==> config.mk <==
export PLATFORM = sky130hd
export DESIGN_NAME = mip_rcell
export DESIGN_NICKNAME = d
export VERILOG_FILES = /design/src/sv/mip_pkg.sv /design/src/sv/mip_rcell.sv
export SDC_FILE = /design/constraint.sdc
export NUM_CORES = 1
export LEC_CHECK = 0
export ABC_AREA = 1
export BUFFER_PORTS_ARGS = -buffer_cell sky130_fd_sc_hd__buf_2
export CORE_MARGIN = 3
export CORE_UTILIZATION = 51
export CTS_CLUSTER_DIAMETER = 120
export DETAILED_ROUTE_END_ITERATION = 16
export PLACE_DENSITY = 0.92
export SYNTH_ARGS = -nofsm -noshare
export SYNTH_HDL_FRONTEND = slang
export SYNTH_SLANG_ARGS = --single-unit
==> constraint.sdc <==
create_clock -name clock -period 2.7 [get_ports clock]
set_clock_uncertainty 0.15 [all_clocks]
set_input_delay 0.54 -clock clock [delete_from_list [all_inputs] [get_ports clock]]
set_output_delay 0.54 -clock clock [all_outputs]
set_load 0.02 [all_outputs]
==> src/sv/mip_pkg.sv <==
// ---------------------------------------------------------------------------
// mip_pkg
// Shared constants and register codes for the modular index permuter.
// ---------------------------------------------------------------------------
`default_nettype none

package mip_pkg;

   // default width of an index or location word
   localparam int VALUE_BITS_DEF = 44;

   // register file port: 64-bit data, registers on 8-byte strides
   localparam int CSR_DATA_BITS = 64;
   localparam int CSR_ADDR_BITS = 5;
   localparam int CSR_SEL_LSB   = 3;
   localparam int CSR_SEL_BITS  = CSR_ADDR_BITS - CSR_SEL_LSB;

   // register indexes
   typedef enum logic [CSR_SEL_BITS-1:0] {
      REG_MODULUS = 2'd0,
      REG_FWD_MUL = 2'd1,
      REG_INV_MUL = 2'd2
   } reg_index_type;

   // modulus after reset
   localparam logic [CSR_DATA_BITS-1:0] MODULUS_RESET = 64'd2;

endpackage

`default_nettype wire

==> src/sv/mip_rcell.sv <==
// ---------------------------------------------------------------------------
// mip_rcell
// Reduction cell: folds one bit of the multiplier into a running remainder,
// so the chain of these cells delivers multiplier mod modulus.
// ---------------------------------------------------------------------------
`default_nettype none

module mip_rcell #(
   parameter int VALUE_BITS = 44,
   parameter int POS        = 0
) (
   input  wire logic                  clock,
   input  wire logic                  reset,
   input  wire logic                  en,
   input  wire logic [VALUE_BITS:0]   mod_eff,
   input  wire logic                  in_valid,
   input  wire logic [VALUE_BITS-1:0] in_k,
   input  wire logic [VALUE_BITS-1:0] in_b,
   input  wire logic [VALUE_BITS-1:0] in_acc,
   output logic                       out_valid,
   output logic      [VALUE_BITS-1:0] out_k,
   output logic      [VALUE_BITS-1:0] out_b,
   output logic      [VALUE_BITS-1:0] out_acc
);
   import mip_pkg::*;

   logic                  valid_ff;
   logic [VALUE_BITS-1:0] k_ff;
   logic [VALUE_BITS-1:0] b_ff;
   logic [VALUE_BITS-1:0] acc_ff;
   logic [VALUE_BITS-1:0] acc_in;
   logic [VALUE_BITS:0]   trial;
   logic [VALUE_BITS:0]   diff;

   // shift in the next multiplier bit, subtract modulus once if needed
   always_comb begin
      trial  = {in_acc, in_b[POS]};
      diff   = trial - mod_eff;
      acc_in = (trial >= mod_eff) ? diff[VALUE_BITS-1:0] : trial[VALUE_BITS-1:0];
   end

   // advance with the chain
   always_ff @(posedge clock) begin
      if (reset) begin
         valid_ff <= 1'b0;
      end else if (en) begin
         valid_ff <= in_valid;
      end
   end

   always_ff @(posedge clock) begin
      if (en) begin
         k_ff   <= in_k;
         b_ff   <= in_b;
         acc_ff <= acc_in;
      end
   end

   assign out_valid = valid_ff;
   assign out_k     = k_ff;
   assign out_b     = b_ff;
   assign out_acc   = acc_ff;

endmodule

`default_nettype wire

Word-level counts from Yosys, hierarchy flattened
Index checks and enable logic that the tools add are counted.
- add/subtract/negate cells: 1
- multiply operators: 0
- div/mod/pow operators: 0
- $lt $le $gt $ge: 1
- equal/unequal tests: 0
- shift-type cells: 0
- muxes and demuxes: 1
- bitwise logic cells: 0
- reductions and logical operators: 0
- operators by type and width (kind ; number):
    greater-or-equal comparator 45 bit ; 1
    two-way mux 44 bit ; 1
    subtractor 44 bit ; 1
- register bits after elaboration: 133
- bits in latches: 0
- RAM bits: 0
- memory bits (read-only): 0
- input port bits: 181
- output and inout port bits: 133
- word-level logic and storage cells: 7
- memories kept: 0

Depth between registers and ports, before layout
- word-level depth: 2
- depth in mapped cells: 16
- mapped depth without buffers: 15

Worst setup path before layout
No wires, ideal clock.
- path type: input port to flip-flop
- start: input port mod_eff[34]
- end: register acc_ff[41], in the netlist out_acc[41] (data pin)
- library setup time: 0.253 ns
- arrival: 1.975 ns
- required time: 2.297 ns
- setup slack: 0.322 ns
- cell stages on the path: 13
- path buffers: 1
- cell sequence: inv_1 ha_1 nand2_1 inv_1 nand2_2 inv_1 nand2_1 nand2_1 a21oi_2 nand4_4 buf_12 nand3_2 nand2_1
- word-level cells in the longest chain between the ends: 2
- elaborated cells on any way between the ends: 3
- those cells by class: add/sub (1); order compare (1); mux (1)
- RTL lines (item ; line ; RTL):
    from (decl) ; mip_rcell.sv:15 ; input wire logic [VALUE_BITS:0] mod_eff,
    subtractor 44 bit / greater-or-equal comparator 45 bit (equally long branches) ; mip_rcell.sv:38, mip_rcell.sv:39 ;
    two-way mux 44 bit (*) ; mip_rcell.sv:39 ; acc_in = (trial >= mod_eff) ? diff[VALUE_BITS-1:0] : trial[VALUE_BITS-1:0];
    via acc_in[41] ; mip_rcell.sv:31 ; logic [VALUE_BITS-1:0] acc_in;
    to (signal assigned) ; mip_rcell.sv:55 ; acc_ff <= acc_in;
    to (decl) ; mip_rcell.sv:30 ; logic [VALUE_BITS-1:0] acc_ff;
Mark *: on every way through the listed nets, which the timed path passes. The rest lies on a longest branch.
A chain may end at the register's enable or synchronous reset.

Final worst setup path
- start: input port in_b[0]
- end: register acc_ff[36], in the netlist out_acc[36] (data pin)
- word-level cells in the longest chain between the ends: 2
- elaborated cells on any way between the ends: 3
- those cells by class: add/sub (1); order compare (1); mux (1)
- RTL lines (item ; line ; RTL):
    from (decl) ; mip_rcell.sv:18 ; input wire logic [VALUE_BITS-1:0] in_b,
    subtractor 44 bit / greater-or-equal comparator 45 bit (equally long branches) ; mip_rcell.sv:38, mip_rcell.sv:39 ;
    two-way mux 44 bit (*) ; mip_rcell.sv:39 ;
    via acc_in[36] ; mip_rcell.sv:31 ;
Marks and branches as above.

==> summary.txt <==
Placement
  – Routability congestion estimate: 1.021
  – DP HPWL: 25,650 um
  – Port Buf Inserts: 313
  – Placed standard-cell area: 0.01111 mm^2
  – Placed Cells: 1,699

GRT
  – Initial antenna violation count: 1
  – GRT Overall Usage: 35.12%
  – Total congestion overflow: 0
  – First-pass GRT wire length: 48,780 um
  – Vias in the first global route: 8,927
  – Largest net degree at the start of global routing: 39

Setup path
  – Worst R2R Path Depth: 2
  – Reg2Reg Capture Point: out_valid
  – Critical Path Source: in_b[0]
  – Crit start category: input port
  – Arrival @ worst endpoint: 2490 ps
  – Critical path class: in -> reg
  – Crit. End Element: flip-flop
  – Crit Path Max Fanout: 4
  – CP required: 2740 ps
  – R2r setup slk: 1930 ps
  – Reg-to-reg startpoint: out_valid

Detailed routing
  – Routed wire length: 32,960 um
  – Final ANT Viol Nets: 0
  – DRT Pass-1 Iters: 5
  – Via count: 9,006
  – Via-to-Cell Ratio: 5.200
  – # DRC: 0
  – Avg WL per Cell: 19.03 um
  – DR iter-0 viols: 938

Finish
  – Most frequent cells in the layout: nand2_1 (398), buf_2 (312), inv_1 (224)
  – Most common cell after layout, fill and taps aside: nand2_1
  – Fill cells: 1,221
  – Area delta synth->final: 35.17%
  – Share of cells above drive strength 1: 31.16%
  – Cell area after layout: 0.01170 mm^2
  – Nets: 1,729
  – Final non-filler cell total: 1,732

Clock network
  – # hold bufs at CTS: 0
  – Post-CTS Setup Bufs: 0
  – Clock buffer count from CTS: 17
  – Clk sinks: 133
  – Clock Latency Late Sink: 430 ps
  – Clock buffer depth: 2
  – CTS root buf: clkbuf_16
  – H-tree Lvls: 4
  – Clk slew on worst S/H paths: 70 ps
  – Post-CTS Resized: 0
  – CTS tree: done

Hold path
  – Hold Path Stages: 2
  – Hold Startpoint: reset
  – Hold endpoint: out_valid
  – Hold/Removal Path Class: in -> reg

Pwr
  – Final Power: 6951 uW
  – Leak: 0.006406 uW
  – Peak VDD IR: 0.4907 mV
  – Pwr/cell area: 594.1 mW/mm^2

Synthesis
  – #FFs+latches synth: 133
  – Register area share after synthesis: 46.02%
  – Syn nets: 1,325
  – Post-Synthesis Cells: 1,098
  – Cell Area, Synth: 0.008656 mm^2
  – Warnings, synthesis: 0
  – Yosys cell types: 33
  – Syn Area/Cell: 7.883 um^2

Die
  – CORE AREA: 0.01623 mm^2
  – Initial Util: 53.33%
  – Die H: 136.3 um
  – Die ar.: 0.01857 mm^2
  – Die Wd: 136.3 um
  – Ports: 314
  – Rows: 46

STA
  – RSZ-0062 raised after global routing: no
  – Final Cycle Share: 90.70%
  – Final Setup Violations: 0
  – Fin. max-slew vios: 0
  – F_max: 0.4083 GHz
  – Fin. Hold Viols: 0
  – Hold WS: 125.5 ps
  – Slew HR: 71.20%
  – Period minus WS final: 2449 ps
  – Slew @ Worst Pin: 432.0 ps
  – Setup_tns: 0 ps

Status
  – Status: completed

Flow run
  – Max_cap viols: 0
## state kept, by name, summed over array words and instances (netlist names)
signal / count
out_acc: 44
out_b: 44
out_k: 44
out_valid: 1
## metrics by stage
step | setup WS (ps) | util, %
floorplan | 322.2 | -
global placement | -138.3 | 68.43
detailed placement | -209.9 | 68.43
CTS | 294.8 | 72.07
global route | 82.39 | 72.07
finish | 251.0 | 72.09
## worst max-delay path by stage
stage	end	slack (ps)
floorplan	out_acc[41]	320
global placement	out_acc[40]	-140
detailed placement	out_acc[40]	-210
CTS	out_acc[40]	290
global route	out_acc[40]	80
finish	out_acc[36]	250
## worst max-delay path: stages
cell and delay (ps):
buf_2 100, inv_1 60, ha_1 130, inv_1 60, fa_1 440, nand2_1 130, nand3_1 100, and2_1 190
nand2_1 100, nand3_1 220, nand2_1 180, nand3_1 100, nand3_2 80, nand2_1 40
## power by group
group          switching, uW  internal (uW)
Sequential              69.6           2530
Combinational           1260            721
Clock                   1030           1350
## final cells by class
type | count | area, um^2 | area share (%)
diodes | 1 | 2.502 | 0.02139
clock buffers | 19 | 452.9 | 3.871
clock inverters | 13 | 137.6 | 1.176
inverters | 225 | 844.6 | 7.218
multi-input cells | 728 | 3705 | 31.66
flip-flops and latches | 133 | 3984 | 34.05
well taps | 216 | 270.3 | 2.310
repair buffers | 397 | 2303 | 19.69
## synthesized netlist by cell type
library cell,count,area (um^2)
buf_8,1,15.01
o21bai_1,2,15.01
a21oi_1,28,140.1
dfxtp_1,1,20.02
o21a_1,2,15.01
nand3_1,84,420.4
nand3b_1,6,45.04
nor2_2,7,43.79
buf_6,6,67.56
inv_1,224,840.8
or2_2,3,18.77
ha_1,45,563.0
a21o_1,2,15.01
edfxtp_1,132,3964
o21ai_0,5,25.02
mux2i_1,1,10.01
nand4_4,1,21.27
nand2_2,8,50.05
xor2_1,24,210.2
nand2_4,1,11.26
buf_12,1,20.02
nand2_1,398,1494
inv_2,1,3.750
nor2_4,3,33.78
nor2_1,72,270.3
and2_1,2,12.51
buf_2,4,20.02
nor4_1,2,12.51
a21oi_2,2,17.52
nand3_2,17,170.2
nand4_1,8,50.05
nor3_1,4,20.02
fa_1,1,20.02
## cell families after synthesis
family | after synthesis | synth area share, %
mux | 1 | 0.1156
flops | 133 | 46.02
buf+inv | 237 | 11.17
compound gates | 41 | 2.631
xor+xnor | 24 | 2.428
fa+ha+maj | 46 | 6.736
simple gates | 616 | 30.89
## routing by layer
layer / share of wire [%] / global-route usage (%)
met2: 48 / 59.88
met1: 36 / 41.49
met5: 0.061 / 0
met3: 11 / 8.771
met4: 5.1 / 16.85
No activity file was read; power rests on OpenSTA's default activity.
