--- config.mk ---
export PLATFORM = sky130hd
export DESIGN_NAME = mip_csr
export DESIGN_NICKNAME = d
export VERILOG_FILES = /design/src/sv/mip_pkg.sv /design/src/sv/mip_csr.sv
export SDC_FILE = /design/constraint.sdc
export NUM_CORES = 1
export LEC_CHECK = 0
export BUFFER_PORTS_ARGS = -buffer_cell sky130_fd_sc_hd__buf_2
export CAP_MARGIN = 20
export CORE_MARGIN = 2
export CORE_UTILIZATION = 25
export CTS_CLUSTER_SIZE = 24
export DETAILED_ROUTE_END_ITERATION = 12
export GPL_TIMING_DRIVEN = 0
export HOLD_SLACK_MARGIN = 0.1
export SYNTH_ARGS = -nofsm -noshare
export SYNTH_HDL_FRONTEND = slang
export SYNTH_SLANG_ARGS = --single-unit
--- constraint.sdc ---
create_clock -name clock -period 2.7 [get_ports clock]
set_input_delay 0.405 -clock clock [delete_from_list [all_inputs] [get_ports clock]]
set_output_delay 0.405 -clock clock [all_outputs]
set_load 0.02 [all_outputs]
--- src/sv/mip_pkg.sv ---
// ---------------------------------------------------------------------------
// mip_pkg
// Shared constants and register codes for the modular index permuter.
// ---------------------------------------------------------------------------
`default_nettype none

package mip_pkg;

   // default width of an index or location word
   localparam int VALUE_BITS_DEF = 44;

   // register file port: 64-bit data, registers on 8-byte strides
   localparam int CSR_DATA_BITS = 64;
   localparam int CSR_ADDR_BITS = 5;
   localparam int CSR_SEL_LSB   = 3;
   localparam int CSR_SEL_BITS  = CSR_ADDR_BITS - CSR_SEL_LSB;

   // register indexes
   typedef enum logic [CSR_SEL_BITS-1:0] {
      REG_MODULUS = 2'd0,
      REG_FWD_MUL = 2'd1,
      REG_INV_MUL = 2'd2
   } reg_index_type;

   // modulus after reset
   localparam logic [CSR_DATA_BITS-1:0] MODULUS_RESET = 64'd2;

endpackage

`default_nettype wire

--- src/sv/mip_csr.sv ---
// ---------------------------------------------------------------------------
// mip_csr
// Register file: modulus and the two multipliers, written and read over an
// APB-style port.
// ---------------------------------------------------------------------------
`default_nettype none

module mip_csr #(
   parameter int VALUE_BITS = 44
) (
   input  wire logic                                  clock,
   input  wire logic                                  reset,
   input  wire logic                                  psel,
   input  wire logic                                  penable,
   input  wire logic                                  pwrite,
   input  wire logic [mip_pkg::CSR_ADDR_BITS-1:0]     paddr,
   input  wire logic [mip_pkg::CSR_DATA_BITS-1:0]     pwdata,
   output logic      [mip_pkg::CSR_DATA_BITS-1:0]     prdata,
   output logic                                       pready,
   output logic      [VALUE_BITS:0]                   modulus,
   output logic      [VALUE_BITS-1:0]                 forward_multiplier,
   output logic      [VALUE_BITS-1:0]                 inverse_multiplier
);
   import mip_pkg::*;

   logic [VALUE_BITS:0]   modulus_ff;
   logic [VALUE_BITS-1:0] fwd_mul_ff;
   logic [VALUE_BITS-1:0] inv_mul_ff;
   logic                  wr_en;
   reg_index_type         sel;

   assign sel   = reg_index_type'(paddr[CSR_ADDR_BITS-1:CSR_SEL_LSB]);
   assign wr_en = psel && penable && pwrite;

   // write a register at the access cycle; unknown indexes drop the word
   always_ff @(posedge clock) begin
      if (reset) begin
         modulus_ff <= MODULUS_RESET[VALUE_BITS:0];
         fwd_mul_ff <= '0;
         inv_mul_ff <= '0;
      end else if (wr_en) begin
         unique case (sel)
            REG_MODULUS: modulus_ff <= pwdata[VALUE_BITS:0];
            REG_FWD_MUL: fwd_mul_ff <= pwdata[VALUE_BITS-1:0];
            REG_INV_MUL: inv_mul_ff <= pwdata[VALUE_BITS-1:0];
            default: ;
         endcase
      end
   end

   // read back
   always_comb begin
      unique case (sel)
         REG_MODULUS: prdata = CSR_DATA_BITS'(modulus_ff);
         REG_FWD_MUL: prdata = CSR_DATA_BITS'(fwd_mul_ff);
         REG_INV_MUL: prdata = CSR_DATA_BITS'(inv_mul_ff);
         default:     prdata = '0;
      endcase
   end

   assign pready             = 1'b1;
   assign modulus            = modulus_ff;
   assign forward_multiplier = fwd_mul_ff;
   assign inverse_multiplier = inv_mul_ff;

endmodule

`default_nettype wire

======== Word level (Yosys, flattened, before mapping) ========
Cells that the tools add are included.
W data, S select, Z words.
operators by class
  multiplexer cells ....................... 1
  equality and inequality tests ........... 2
  reductions and logical operators ........ 6
operators with widths
  kind                  count
  $pmux W45 S3          1
  $reduce_and A2 Y1     3
  $eq A2 B1 Y1 const B  1
  $eq A2 B2 Y1 const B  1
  $logic_and A1 B1 Y1   2
  $logic_not A2 Y1      1
storage, ports and cells
  word-level logic and storage cells ...... 12
  register bits after elaboration ......... 133

======== Depth between registers and ports, before layout ========
  word-level depth ........................ 3
  mapped depth ............................ 6
  gate-level depth less buffers ........... 3

======== Least setup slack after synthesis ========
No wires, ideal clock.
  path kind ............................... input to output
  from .................................... in paddr[4] in the netlist's numbering
  to ...................................... out prdata[0] in the netlist's numbering
  required time ........................... 2.295 ns
  buffers on the path ..................... 2
  stages on the path ...................... 4
  setup slack ............................. 0.822 ns
  arrival time ............................ 1.473 ns
  cell sequence ........................... buf_2 buf_2 mux2i_1 o21ai_0
on the way
  longest elaborated chain between the ends .. 2
  elaborated cells between the ends (all ways) .. 4
RTL lines
  element                                     RTL line       text
  start, declared                             mip_csr.sv:16  input wire logic [mip_pkg::CSR_ADDR_BITS-1:0] paddr,
  $eq A2 B2 Y1, or another cell as far along  mip_csr.sv:53  unique case (sel)
  $pmux W45 S3 *                              mip_csr.sv:53
  end, declared                               mip_csr.sv:18  output logic [mip_pkg::CSR_DATA_BITS-1:0] prdata,
Every way passes the cells marked *; elsewhere a longest branch is shown, timed or not.

======== Worst setup path after layout ========
  from .................................... in paddr[3] in the netlist's numbering
  to ...................................... out prdata[4] in the netlist's numbering
Same word-level chain as after synthesis.

==> impl_metrics.env <==
export IMPL_status="finished clean"
export IMPL_worst_slack_ns=0.3601
export IMPL_root_buffer="clkbuf_16"
export IMPL_die_area_um2=27190
export IMPL_fin_crit_sh_pct=86.66
export IMPL_final_cells=1265
export IMPL_r2r_start="modulus[13]"
export IMPL_dr_pass1_iters=4
export IMPL_p_sw_share_pct=25.85
export IMPL_ys_seq_area_share_pct=41.14
export IMPL_synthFlopType="dfxtp_1"
export IMPL_floorplan_initialDensity_pct=25.56
export IMPL_first_iter_violations=212
export IMPL_ir_worst_vdd_mv=0.3359
export IMPL_syn_area_per_cell_um2=9.852
export IMPL_synth_compound_gate_area_share_pct=3.402
export IMPL_core_um2=25330
export IMPL_h_tree_depth=4
export IMPL_netlist_instances=657
export IMPL_fin_area_um2=8712
export IMPL_cts_buffers_inserted=17
export IMPL_layout_nets=996
export IMPL_wl_per_cell_um=16.47
export IMPL_grt_max_degree=17
export IMPL_clk_latency_ns=0.42
export IMPL_final_max_slew_viol_count=0
export IMPL_synth_distinct_cells=19
export IMPL_wirelength_um=20830
export IMPL_hold_violations=0
export IMPL_p_sw_mw=1.269
export IMPL_cp_max_fo=10
export IMPL_cp_slowest_cell="clkbuf_1"
export IMPL_dp_hpwl_um=15480
export IMPL_post_cts_buffers=0
export IMPL_die_height_um=164.9
export IMPL_yosysTopAreaCell="dfxtp_1"
export IMPL_critPathKind="input port to output pin"
export IMPL_clk_pin_slew_ns=0.07
export IMPL_fillCellCount=2639
export IMPL_cellPowerDensity_nw_per_um2=563.7
export IMPL_post_cts_resized=0
export IMPL_drc=0
export IMPL_ys_top_cells_by_count="mux2i_1, nand2b_1, dfxtp_1"
export IMPL_row_count=58
export IMPL_p_leak_nw=4.431
export IMPL_synthAdderAreaFrac_pct=0
export IMPL_yosys_register_bits=133
export IMPL_final_util_pct=34.40
export IMPL_p_clk_share_pct=50.2
export IMPL_critPathMostFrequentCell="buf_2"
export IMPL_grt_pass1_vias=5280
export IMPL_dpl_worst_slack_ns=0.3525
export IMPL_grt_total_usage_pct=15.29
export IMPL_synth_async_reset_ratio_pct=0
export IMPL_max_freq_mhz=427.4
export IMPL_dpl_cell_area_um2=8094
export IMPL_p_seq_share_pct=40.9
export IMPL_yosys_area_share_simple_pct=20.68
export IMPL_comb_power_share_pct=8.9
export IMPL_antenna_left=0
export IMPL_crit_chain="buf_2 > nor2b_1 > buf_4 > clkbuf_1 > nand2_1 > o21ai_0 > buf_2"
export IMPL_drv_cap=0
export IMPL_p_int_mw=3.642
export IMPL_hp_start="pwdata[44]"
export IMPL_clock_skew_final_ns=0
export IMPL_required_ns=2.30
export IMPL_overflow=0
export IMPL_synth_xor_area_share_pct=0
export IMPL_synth_top_family_by_area="multiplexers"
export IMPL_vias=5424
export IMPL_synth_edf_count=0
export IMPL_cts_tree="done"
export IMPL_rsz0062_at_grt="false"
export IMPL_clk_path_buf_depth=2
export IMPL_grt_pass1_wl_um=31210
export IMPL_fin_crit_ns=2.340
export IMPL_slew_headroom_pct=56.99
export IMPL_io_buffers=228
export IMPL_die_width_um=164.9
export IMPL_drive_above_1_share_pct=32.51
export IMPL_synth_top_area_share_pct=41.14
export IMPL_cp_start_kind="input port"
export IMPL_min_path_type="input port to register"
export IMPL_antennaDiodeCount=0
export IMPL_place_gp_congestion=0.7506
export IMPL_place_inst=1233
export IMPL_cp_arrival_ns=1.93
export IMPL_viasPerCell=4.288
export IMPL_yosys_top_cells_area="dfxtp_1, mux2i_1, nand2b_1"
export IMPL_grt_antenna_before_repair=0
export IMPL_worst_pin_slew_ns=0.6451
export IMPL_synth_mux_area_share_pct=27.37
export IMPL_cts_hold_buf=0
export IMPL_critPathMaxStageDelay_ns=0.52
export IMPL_end_kind="output pin"
export IMPL_area_growth_syn_to_layout_pct=34.60
export IMPL_synth_area_um2=6472
export IMPL_cp_startpoint="paddr[3]"
export IMPL_cts_sinks=133
export IMPL_yosysWarnings=0
export IMPL_fin_tns_setup_ns=0
export IMPL_io_pins=272
export IMPL_finalSetupViolCount=0
## logic make-up (layout without fill, tap and decap cells)
family                 count (synthesis)  after routing
AO/OA/AOI/OAI                         44             44
buffers and inverters                 70            330
flip-flops                           133            133
multiplexers                         177            177
other                                  2             20
AND/OR/NAND/NOR                      231            231
## power groups by stage
stage / clock (mW) / sequential (mW) / combinational (mW)
after detailed placement: 0 / 2.05 / 0.445
after CTS: 2.53 / 2.01 / 0.446
final: 2.47 / 2.01 / 0.436
after floorplan: 0 / 2.08 / 0.254
after global placement: 0 / 2.05 / 0.443
after global routing: 2.62 / 2.01 / 0.476
## cells in the final DEF, fill, tap and decap left out
master,count
o21ai_0,44
clkbuf_1,28
inv_8,1
bufinv_16,3
conb_1,20
buf_12,4
dfxtp_1,133
buf_6,5
buf_4,26
or3_2,1
inv_6,5
or3b_1,1
clkbuf_16,17
nor3b_1,2
nand2_1,44
buf_2,235
nor3_1,1
nand2b_1,177
clkinvlp_4,4
nor2b_1,1
clkinv_4,2
nand4_1,1
mux2i_1,177
nor2_1,2
nand3_2,1
## layout make-up
| class | count | area [um2] | area share [%] |
|---|---|---|---|
| clock buffer | 17 | 425.4 | 4.883 |
| sequential | 133 | 2663 | 30.56 |
| tap | 330 | 412.9 | 4.739 |
| timing repair buffer | 228 | 1141 | 13.10 |
| clock inverter | 15 | 192.7 | 2.212 |
| buffer | 70 | 471.7 | 5.414 |
| multi-input combinational | 472 | 3406 | 39.09 |
## state kept, by name, indices dropped and copies added, names as in the netlist
| signal | flops |
|---|---|
| modulus | 45 |
| forward_multiplier | 44 |
| inverse_multiplier | 44 |
## stage by stage
stage	power (mW)	hold slack (ns)
after global routing	5.108	0.2705
after floorplan	2.333	0.5534
final	4.911	0.2570
after detailed placement	2.498	0.4782
after CTS	4.980	0.2424
after global placement	2.495	0.4693
## path summary, 6_finish.rpt
path                 endpoint  slack (ns)  depth (start not counted)
hold / removal    modulus[44]        0.26                          3
hold reg to reg   modulus[15]        0.49                          2
setup reg to reg  modulus[13]        2.04                          2
setup / recovery    prdata[4]        0.36                          7
## metal layers
layer	GRT usage (%)	up-vias	routed length [um]
met3	3.516	18	1076
met4	5.178	0	333
met5	0	-	0
met2	24.74	154	9721
li1	-	2691	-
met1	20.03	2561	9699
## worst max-delay path: cells and delay by family
kind | cells | cell delay [ns]
AND/OR/NAND/NOR | 2 | 0.24
buffers and inverters | 4 | 1.12
AO/OA/AOI/OAI | 1 | 0.16
No activity file was read; power rests on OpenSTA's default activity.
