[src/sv/mip_pkg.sv]
// ---------------------------------------------------------------------------
// mip_pkg
// Shared constants and register codes for the modular index permuter.
// ---------------------------------------------------------------------------
`default_nettype none

package mip_pkg;

   // default width of an index or location word
   localparam int VALUE_BITS_DEF = 44;

   // register file port: 64-bit data, registers on 8-byte strides
   localparam int CSR_DATA_BITS = 64;
   localparam int CSR_ADDR_BITS = 5;
   localparam int CSR_SEL_LSB   = 3;
   localparam int CSR_SEL_BITS  = CSR_ADDR_BITS - CSR_SEL_LSB;

   // register indexes
   typedef enum logic [CSR_SEL_BITS-1:0] {
      REG_MODULUS = 2'd0,
      REG_FWD_MUL = 2'd1,
      REG_INV_MUL = 2'd2
   } reg_index_type;

   // modulus after reset
   localparam logic [CSR_DATA_BITS-1:0] MODULUS_RESET = 64'd2;

endpackage

`default_nettype wire

[src/sv/mip_mcell.sv]
// ---------------------------------------------------------------------------
// mip_mcell
// Multiply cell: one double-and-add step of the modular product, keeping
// the partial sum below the modulus.
// ---------------------------------------------------------------------------
`default_nettype none

module mip_mcell #(
   parameter int VALUE_BITS = 44,
   parameter int POS        = 0
) (
   input  wire logic                  clock,
   input  wire logic                  reset,
   input  wire logic                  en,
   input  wire logic [VALUE_BITS:0]   mod_eff,
   input  wire logic                  in_valid,
   input  wire logic [VALUE_BITS-1:0] in_k,
   input  wire logic [VALUE_BITS-1:0] in_bm,
   input  wire logic [VALUE_BITS-1:0] in_r,
   output logic                       out_valid,
   output logic      [VALUE_BITS-1:0] out_k,
   output logic      [VALUE_BITS-1:0] out_bm,
   output logic      [VALUE_BITS-1:0] out_r
);
   import mip_pkg::*;

   logic                  valid_ff;
   logic [VALUE_BITS-1:0] k_ff;
   logic [VALUE_BITS-1:0] bm_ff;
   logic [VALUE_BITS-1:0] r_ff;
   logic [VALUE_BITS-1:0] r_in;
   logic [VALUE_BITS:0]   dbl;
   logic [VALUE_BITS:0]   dbl_diff;
   logic [VALUE_BITS-1:0] dbl_red;
   logic [VALUE_BITS:0]   sum;
   logic [VALUE_BITS:0]   sum_diff;

   // double mod m, then add the reduced multiplier when the index bit is set
   always_comb begin
      dbl      = {in_r, 1'b0};
      dbl_diff = dbl - mod_eff;
      dbl_red  = (dbl >= mod_eff) ? dbl_diff[VALUE_BITS-1:0] : dbl[VALUE_BITS-1:0];
      sum      = {1'b0, dbl_red} + (in_k[POS] ? {1'b0, in_bm} : '0);
      sum_diff = sum - mod_eff;
      r_in     = (sum >= mod_eff) ? sum_diff[VALUE_BITS-1:0] : sum[VALUE_BITS-1:0];
   end

   // advance with the chain
   always_ff @(posedge clock) begin
      if (reset) begin
         valid_ff <= 1'b0;
      end else if (en) begin
         valid_ff <= in_valid;
      end
   end

   always_ff @(posedge clock) begin
      if (en) begin
         k_ff  <= in_k;
         bm_ff <= in_bm;
         r_ff  <= r_in;
      end
   end

   assign out_valid = valid_ff;
   assign out_k     = k_ff;
   assign out_bm    = bm_ff;
   assign out_r     = r_ff;

endmodule

`default_nettype wire

[config.mk]
export PLATFORM = sky130hd
export DESIGN_NAME = mip_mcell
export DESIGN_NICKNAME = d
export VERILOG_FILES = /design/src/sv/mip_pkg.sv /design/src/sv/mip_mcell.sv
export SDC_FILE = /design/constraint.sdc
export NUM_CORES = 1
export LEC_CHECK = 0
export BUFFER_PORTS_ARGS = -buffer_cell sky130_fd_sc_hd__buf_2
export CORE_ASPECT_RATIO = 0.75
export CORE_UTILIZATION = 55
export CTS_CLUSTER_DIAMETER = 100
export DETAILED_ROUTE_END_ITERATION = 16
export GPL_TIMING_DRIVEN = 1
export HOLD_SLACK_MARGIN = 0.08
export PLACE_DENSITY = 0.81
export SLEW_MARGIN = 20
export SYNTH_ARGS = -nofsm -noshare
export SYNTH_HDL_FRONTEND = slang
export SYNTH_SLANG_ARGS = --single-unit
[constraint.sdc]
create_clock -name clock -period 11.5 [get_ports clock]
set_input_delay 1.15 -clock clock [delete_from_list [all_inputs] [get_ports clock]]
set_output_delay 1.15 -clock clock [all_outputs]
set_load 0.02 [all_outputs]
Word-level counts from Yosys, hierarchy flattened
Index checks and enable logic that the tools add are counted.
{"block": "totals", "register_bits": 133, "input_bits": 181, "elab_cells": 12}
{"block": "op_classes", "add_sub_neg": 3, "magnitude_cmp": 2, "n_mux": 3}
{"operator": "$mux W44", "count": 3}
{"operator": "$ge A45 B45 Y1", "count": 2}
{"operator": "$sub A44 B44 Y44", "count": 2}
{"operator": "$add A44 B44 Y45", "count": 1}

Longest topological paths before layout
{"block": "logic_depth", "depth_word": 5, "mapped_depth": 39}

Worst setup path after synthesis
No wires, ideal clock.
{"block": "synth_path", "kind": "in2reg", "start": "in mod_eff[19]", "end": "reg r_ff[23], in the netlist out_r[23] (data pin)", "arrival_time_ns": 8.374, "required_time_ns": 11.240, "path_slack_ns": 2.865, "path_stages": 36, "cell_sequence": "inv_1 ha_1 clkbuf_1 and3_1 and4_1 and3_1 a31oi_1 o21ai_0 a221o_1 nor3_4 buf_4 buf_4 mux2_2 fa_1 a211oi_1 nor2_1 o311ai_0 a21boi_0 o21a_1 o21a_1 o21ai_0 nand3_1 o311ai_0 ha_1 buf_2 a21o_1 a31oi_1 o221ai_1 a311o_1 a31oi_4 o31ai_4 o21ai_2 o31a_1 buf_6 buf_8 mux2_4"}
{"block": "synth_between", "elab_chain_cells": 5, "word_cells_on_any_way": 7, "cone_classes": "3 x add/sub; 2 x order compare; 2 x mux"}
{"item": "start, declared", "line_no": "mip_mcell.sv:15", "text": "input wire logic [VALUE_BITS:0] mod_eff,"}
{"item": "$sub A44 B44 Y44 / $ge A45 B45 Y1 (equally long branches)", "line_no": "mip_mcell.sv:41, mip_mcell.sv:42"}
{"item": "$mux W44", "line_no": "mip_mcell.sv:42", "text": "dbl_red = (dbl >= mod_eff) ? dbl_diff[VALUE_BITS-1:0] : dbl[VALUE_BITS-1:0];"}
{"item": "$add A44 B44 Y45", "line_no": "mip_mcell.sv:43", "text": "sum = {1'b0, dbl_red} + (in_k[POS] ? {1'b0, in_bm} : '0);"}
{"item": "$sub A44 B44 Y44 / $ge A45 B45 Y1 (equally long branches)", "line_no": "mip_mcell.sv:44, mip_mcell.sv:45"}
{"item": "$mux W44 (*)", "line_no": "mip_mcell.sv:45", "text": "r_in = (sum >= mod_eff) ? sum_diff[VALUE_BITS-1:0] : sum[VALUE_BITS-1:0];"}
{"item": "net r_in[23]", "line_no": "mip_mcell.sv:31", "text": "logic [VALUE_BITS-1:0] r_in;"}
{"item": "end signal, assigned", "line_no": "mip_mcell.sv:61", "text": "r_ff <= r_in;"}
{"item": "end, declared", "line_no": "mip_mcell.sv:30", "text": "logic [VALUE_BITS-1:0] r_ff;"}
The timed path passes the listed nets; every way through them passes the cells marked *.
A chain may end at the register's enable or synchronous reset.

Worst setup path in the final report
{"block": "layout_path", "start": "in mod_eff[19]", "end": "reg r_ff[1], in the netlist out_r[1] (data pin)"}
{"block": "layout_between", "elab_chain_cells": 5, "word_cells_on_any_way": 7, "cone_classes": "3 x add/sub; 2 x order compare; 2 x mux"}
{"item": "$ge A45 B45 Y1 / $sub A44 B44 Y44 (equally long branches)", "line_no": "mip_mcell.sv:42, mip_mcell.sv:41"}
{"item": "$mux W44", "line_no": "mip_mcell.sv:42"}
{"item": "$add A44 B44 Y45", "line_no": "mip_mcell.sv:43"}
{"item": "$sub A44 B44 Y44 / $ge A45 B45 Y1 (equally long branches)", "line_no": "mip_mcell.sv:44, mip_mcell.sv:45"}
{"item": "$mux W44 (*)", "line_no": "mip_mcell.sv:45"}
{"item": "net r_in[1]", "line_no": "mip_mcell.sv:31"}
Marks and branches as above.

==> impl_metrics.env <==
export IMPL_grt_max_degree=81
export IMPL_ys_ff_latch=133
export IMPL_synth_ff_type="edfxtp_1"
export IMPL_synth_area_sq_um=12600
export IMPL_power_frac_seq_pct=24.3
export IMPL_yosys_top_cells_area="edfxtp_1 31%, ha_1 13%, o21ai_0 5.2%"
export IMPL_fill_cells=1850
export IMPL_layout_worst_path_cycle_share_pct=93.44
export IMPL_cts_buffers=17
export IMPL_hp_class="register to register"
export IMPL_io_buffers=313
export IMPL_synth_commonest_cells="150 x nand2_1, 134 x ha_1, 132 x edfxtp_1, 132 x o21ai_0, 121 x a21oi_1"
export IMPL_critPathBufInv=4
export IMPL_num_rows=47
export IMPL_grt_antenna_before_repair=1
export IMPL_ant_nets=0
export IMPL_post_route_util_pct=67.09
export IMPL_io_pins=314
export IMPL_via_per_inst=6.147
export IMPL_cts_resized=0
export IMPL_via_count=12370
export IMPL_skew_ns=0
export IMPL_p_leak_nw=7.012
export IMPL_yosysTopAreaCell="edfxtp_1"
export IMPL_grt_pass1_wl_microns=62870
export IMPL_p_comb_share_pct=55.2
export IMPL_power_density_nw_per_um2=192.7
export IMPL_arrival_ns=10.93
export IMPL_ys_async_sr_fraction_pct=0
export IMPL_cp_top_family="compound AO/OA/AOI/OAI gates"
export IMPL_status="finished, final reports clean"
export IMPL_placed_cells=1979
export IMPL_nets=2022
export IMPL_grt_use_total_pct=35.02
export IMPL_drv_slew=0
export IMPL_gp_congestion=1.054
export IMPL_core_sq_um=22290
export IMPL_synth_top_cell_area_share_pct=31.45
export IMPL_cp_required_ns=11.69
export IMPL_die_area_sq_um=23530
export IMPL_critPathSlowestCell="o311ai_0"
export IMPL_clkSinkCount=133
export IMPL_hold_buffers=0
export IMPL_stdcell_count=2012
export IMPL_synth_enable_flop_cells=132
export IMPL_min_period_ns=10.75
export IMPL_cts_tree="done"
export IMPL_drt_first_pass_iters=6
export IMPL_tns_ns=0
export IMPL_synth_cells=1424
export IMPL_fmax_mhz=93.06
export IMPL_ys_warn_count=0
export IMPL_syn_area_per_cell_sq_um=8.852
export IMPL_syn_to_final_growth_pct=18.63
export IMPL_switching_power_mw=1.285
export IMPL_hpwl_microns=33640
export IMPL_grt_overflow=0
export IMPL_peakVddDrop_mv=0.1058
export IMPL_p_sw_share_pct=44.61
export IMPL_synth_distinct_cells=73
export IMPL_drtIter0Drc=1477
export IMPL_cts_htree_levels=4
export IMPL_crit_type="input port to register"
export IMPL_power_internal_mw=1.596
export IMPL_finalHoldViolations=0
export IMPL_grt_pass1_vias=11270
export IMPL_worst_setup_path_start_kind="input port"
export IMPL_layout_drive_gt1_share_pct=22.83
export IMPL_cp_max_fo=75
export IMPL_wl_per_cell_microns=20.91
export IMPL_root_buffer="clkbuf_16"
export IMPL_power_share_clock_pct=20.5
export IMPL_seq_area_frac_synth_pct=31.61
export IMPL_die_w_microns=176.8
export IMPL_cts_post_setup_buffers_inserted=0
export IMPL_wirelength_microns=42080
export IMPL_yosysMostFrequentCell="nand2_1"
export IMPL_tightestPinTransition_ns=1.085
export IMPL_setup_violations=0
export IMPL_cts_clk_slew_worst_paths_ns=0.06
export IMPL_die_h_microns=133.1
export IMPL_maxCapViolations=0
export IMPL_drc=0
export IMPL_end_kind="register"
export IMPL_synthesis_nets=1742
export IMPL_grt_setup_unrepaired="false"
export IMPL_max_stage_delay_ns=0.89
export IMPL_clk_latency_ns=0.43
export IMPL_relSlewSlack_pct=27.69
export IMPL_initial_core_util_pct=56.55
export IMPL_cts_max_path_buffers=2
[cells by family after synthesis]
logic type / share of synthesized area, %
flip-flops: 31.61
AND/OR/NAND/NOR: 15.19
multiplexers: 1.876
buffers and inverters: 4.348
AO/OA/AOI/OAI: 25.14
XOR/XNOR: 8.060
adder cells (fa/ha/maj): 13.78
[per-layer routing]
metal	vias up	routed length, microns	global-route usage [%]
li1	5851	-	-
met1	5694	18750	51.00
met2	770	17610	51.57
met3	52	5011	9.132
met4	0	713	8.094
met5	-	0	0
[flip-flops by register name, indices dropped and copies added (netlist names)]
| signal | flops |
|---|---|
| out_bm | 44 |
| out_k | 44 |
| out_r | 44 |
| out_valid | 1 |
[final cells by class]
type	count	area, sq um	area share (%)
clock inverters	15	187.7	1.255
inverters	73	274.0	1.832
multi-input cells	1159	8074	54.00
well taps	294	367.9	2.460
flip-flops and latches	133	3984	26.64
clock buffers	17	425.4	2.845
diodes	1	2.502	0.01673
repair buffers	320	1638	10.95
[path summary, 6_finish.rpt]
kind                           from                     end  slack (ns)  cells past startpoint
max                     mod_eff[19]      out_r[1]$_DFFE_PP_        0.75                     33
min reg2reg  out_valid$_SDFFE_PP0P_  out_valid$_SDFFE_PP0P_        0.54                      2
min          out_valid$_SDFFE_PP0P_  out_valid$_SDFFE_PP0P_        0.54                      2
max reg2reg  out_valid$_SDFFE_PP0P_  out_valid$_SDFFE_PP0P_       10.88                      2
[per-stage QoR]
step	power [mW]	instance area [sq um]	hold slack, ns	worst slack (ns)
6_report	2.881	14950	0.5391	0.7540
5_1_grt	3.026	14950	0.5912	0.4582
4_1_cts	2.845	14950	0.5409	1.038
3_5_place_dp	2.250	14340	0.5224	0.6225
3_3_place_gp	2.244	14340	0.4825	0.7750
2_1_floorplan	1.819	12600	0.5788	2.865
[power groups by stage]
stage	sequential (mW)	clock [mW]	combinational [mW]
final	0.700	0.591	1.59
after global routing	0.706	0.614	1.71
after CTS	0.701	0.595	1.55
after detailed placement	0.710	0	1.54
after global placement	0.710	0	1.53
after floorplan	0.820	0	1.00
[worst min-delay path, cell delays in order (launching register included)]
cell and delay [ns]:
dfxtp_1 0.34, mux2i_1 0.08, nor2_1 0.09
[cells in the final DEF (no fill, tap or decap), drive strengths merged, types with 53 or more instances in the layout]
| master | Yosys | final |
|---|---|---|
| buf | 23 | 320 |
| inv | 73 | 82 |
| xor2 | 53 | 53 |
| ha | 134 | 134 |
| o21ai | 139 | 139 |
| a21oi | 123 | 123 |
| nand2 | 150 | 150 |
| xnor2 | 63 | 63 |
| a21o | 75 | 75 |
| nor2 | 59 | 59 |
| edfxtp | 132 | 132 |
Power figures use the tool's default switching activity.
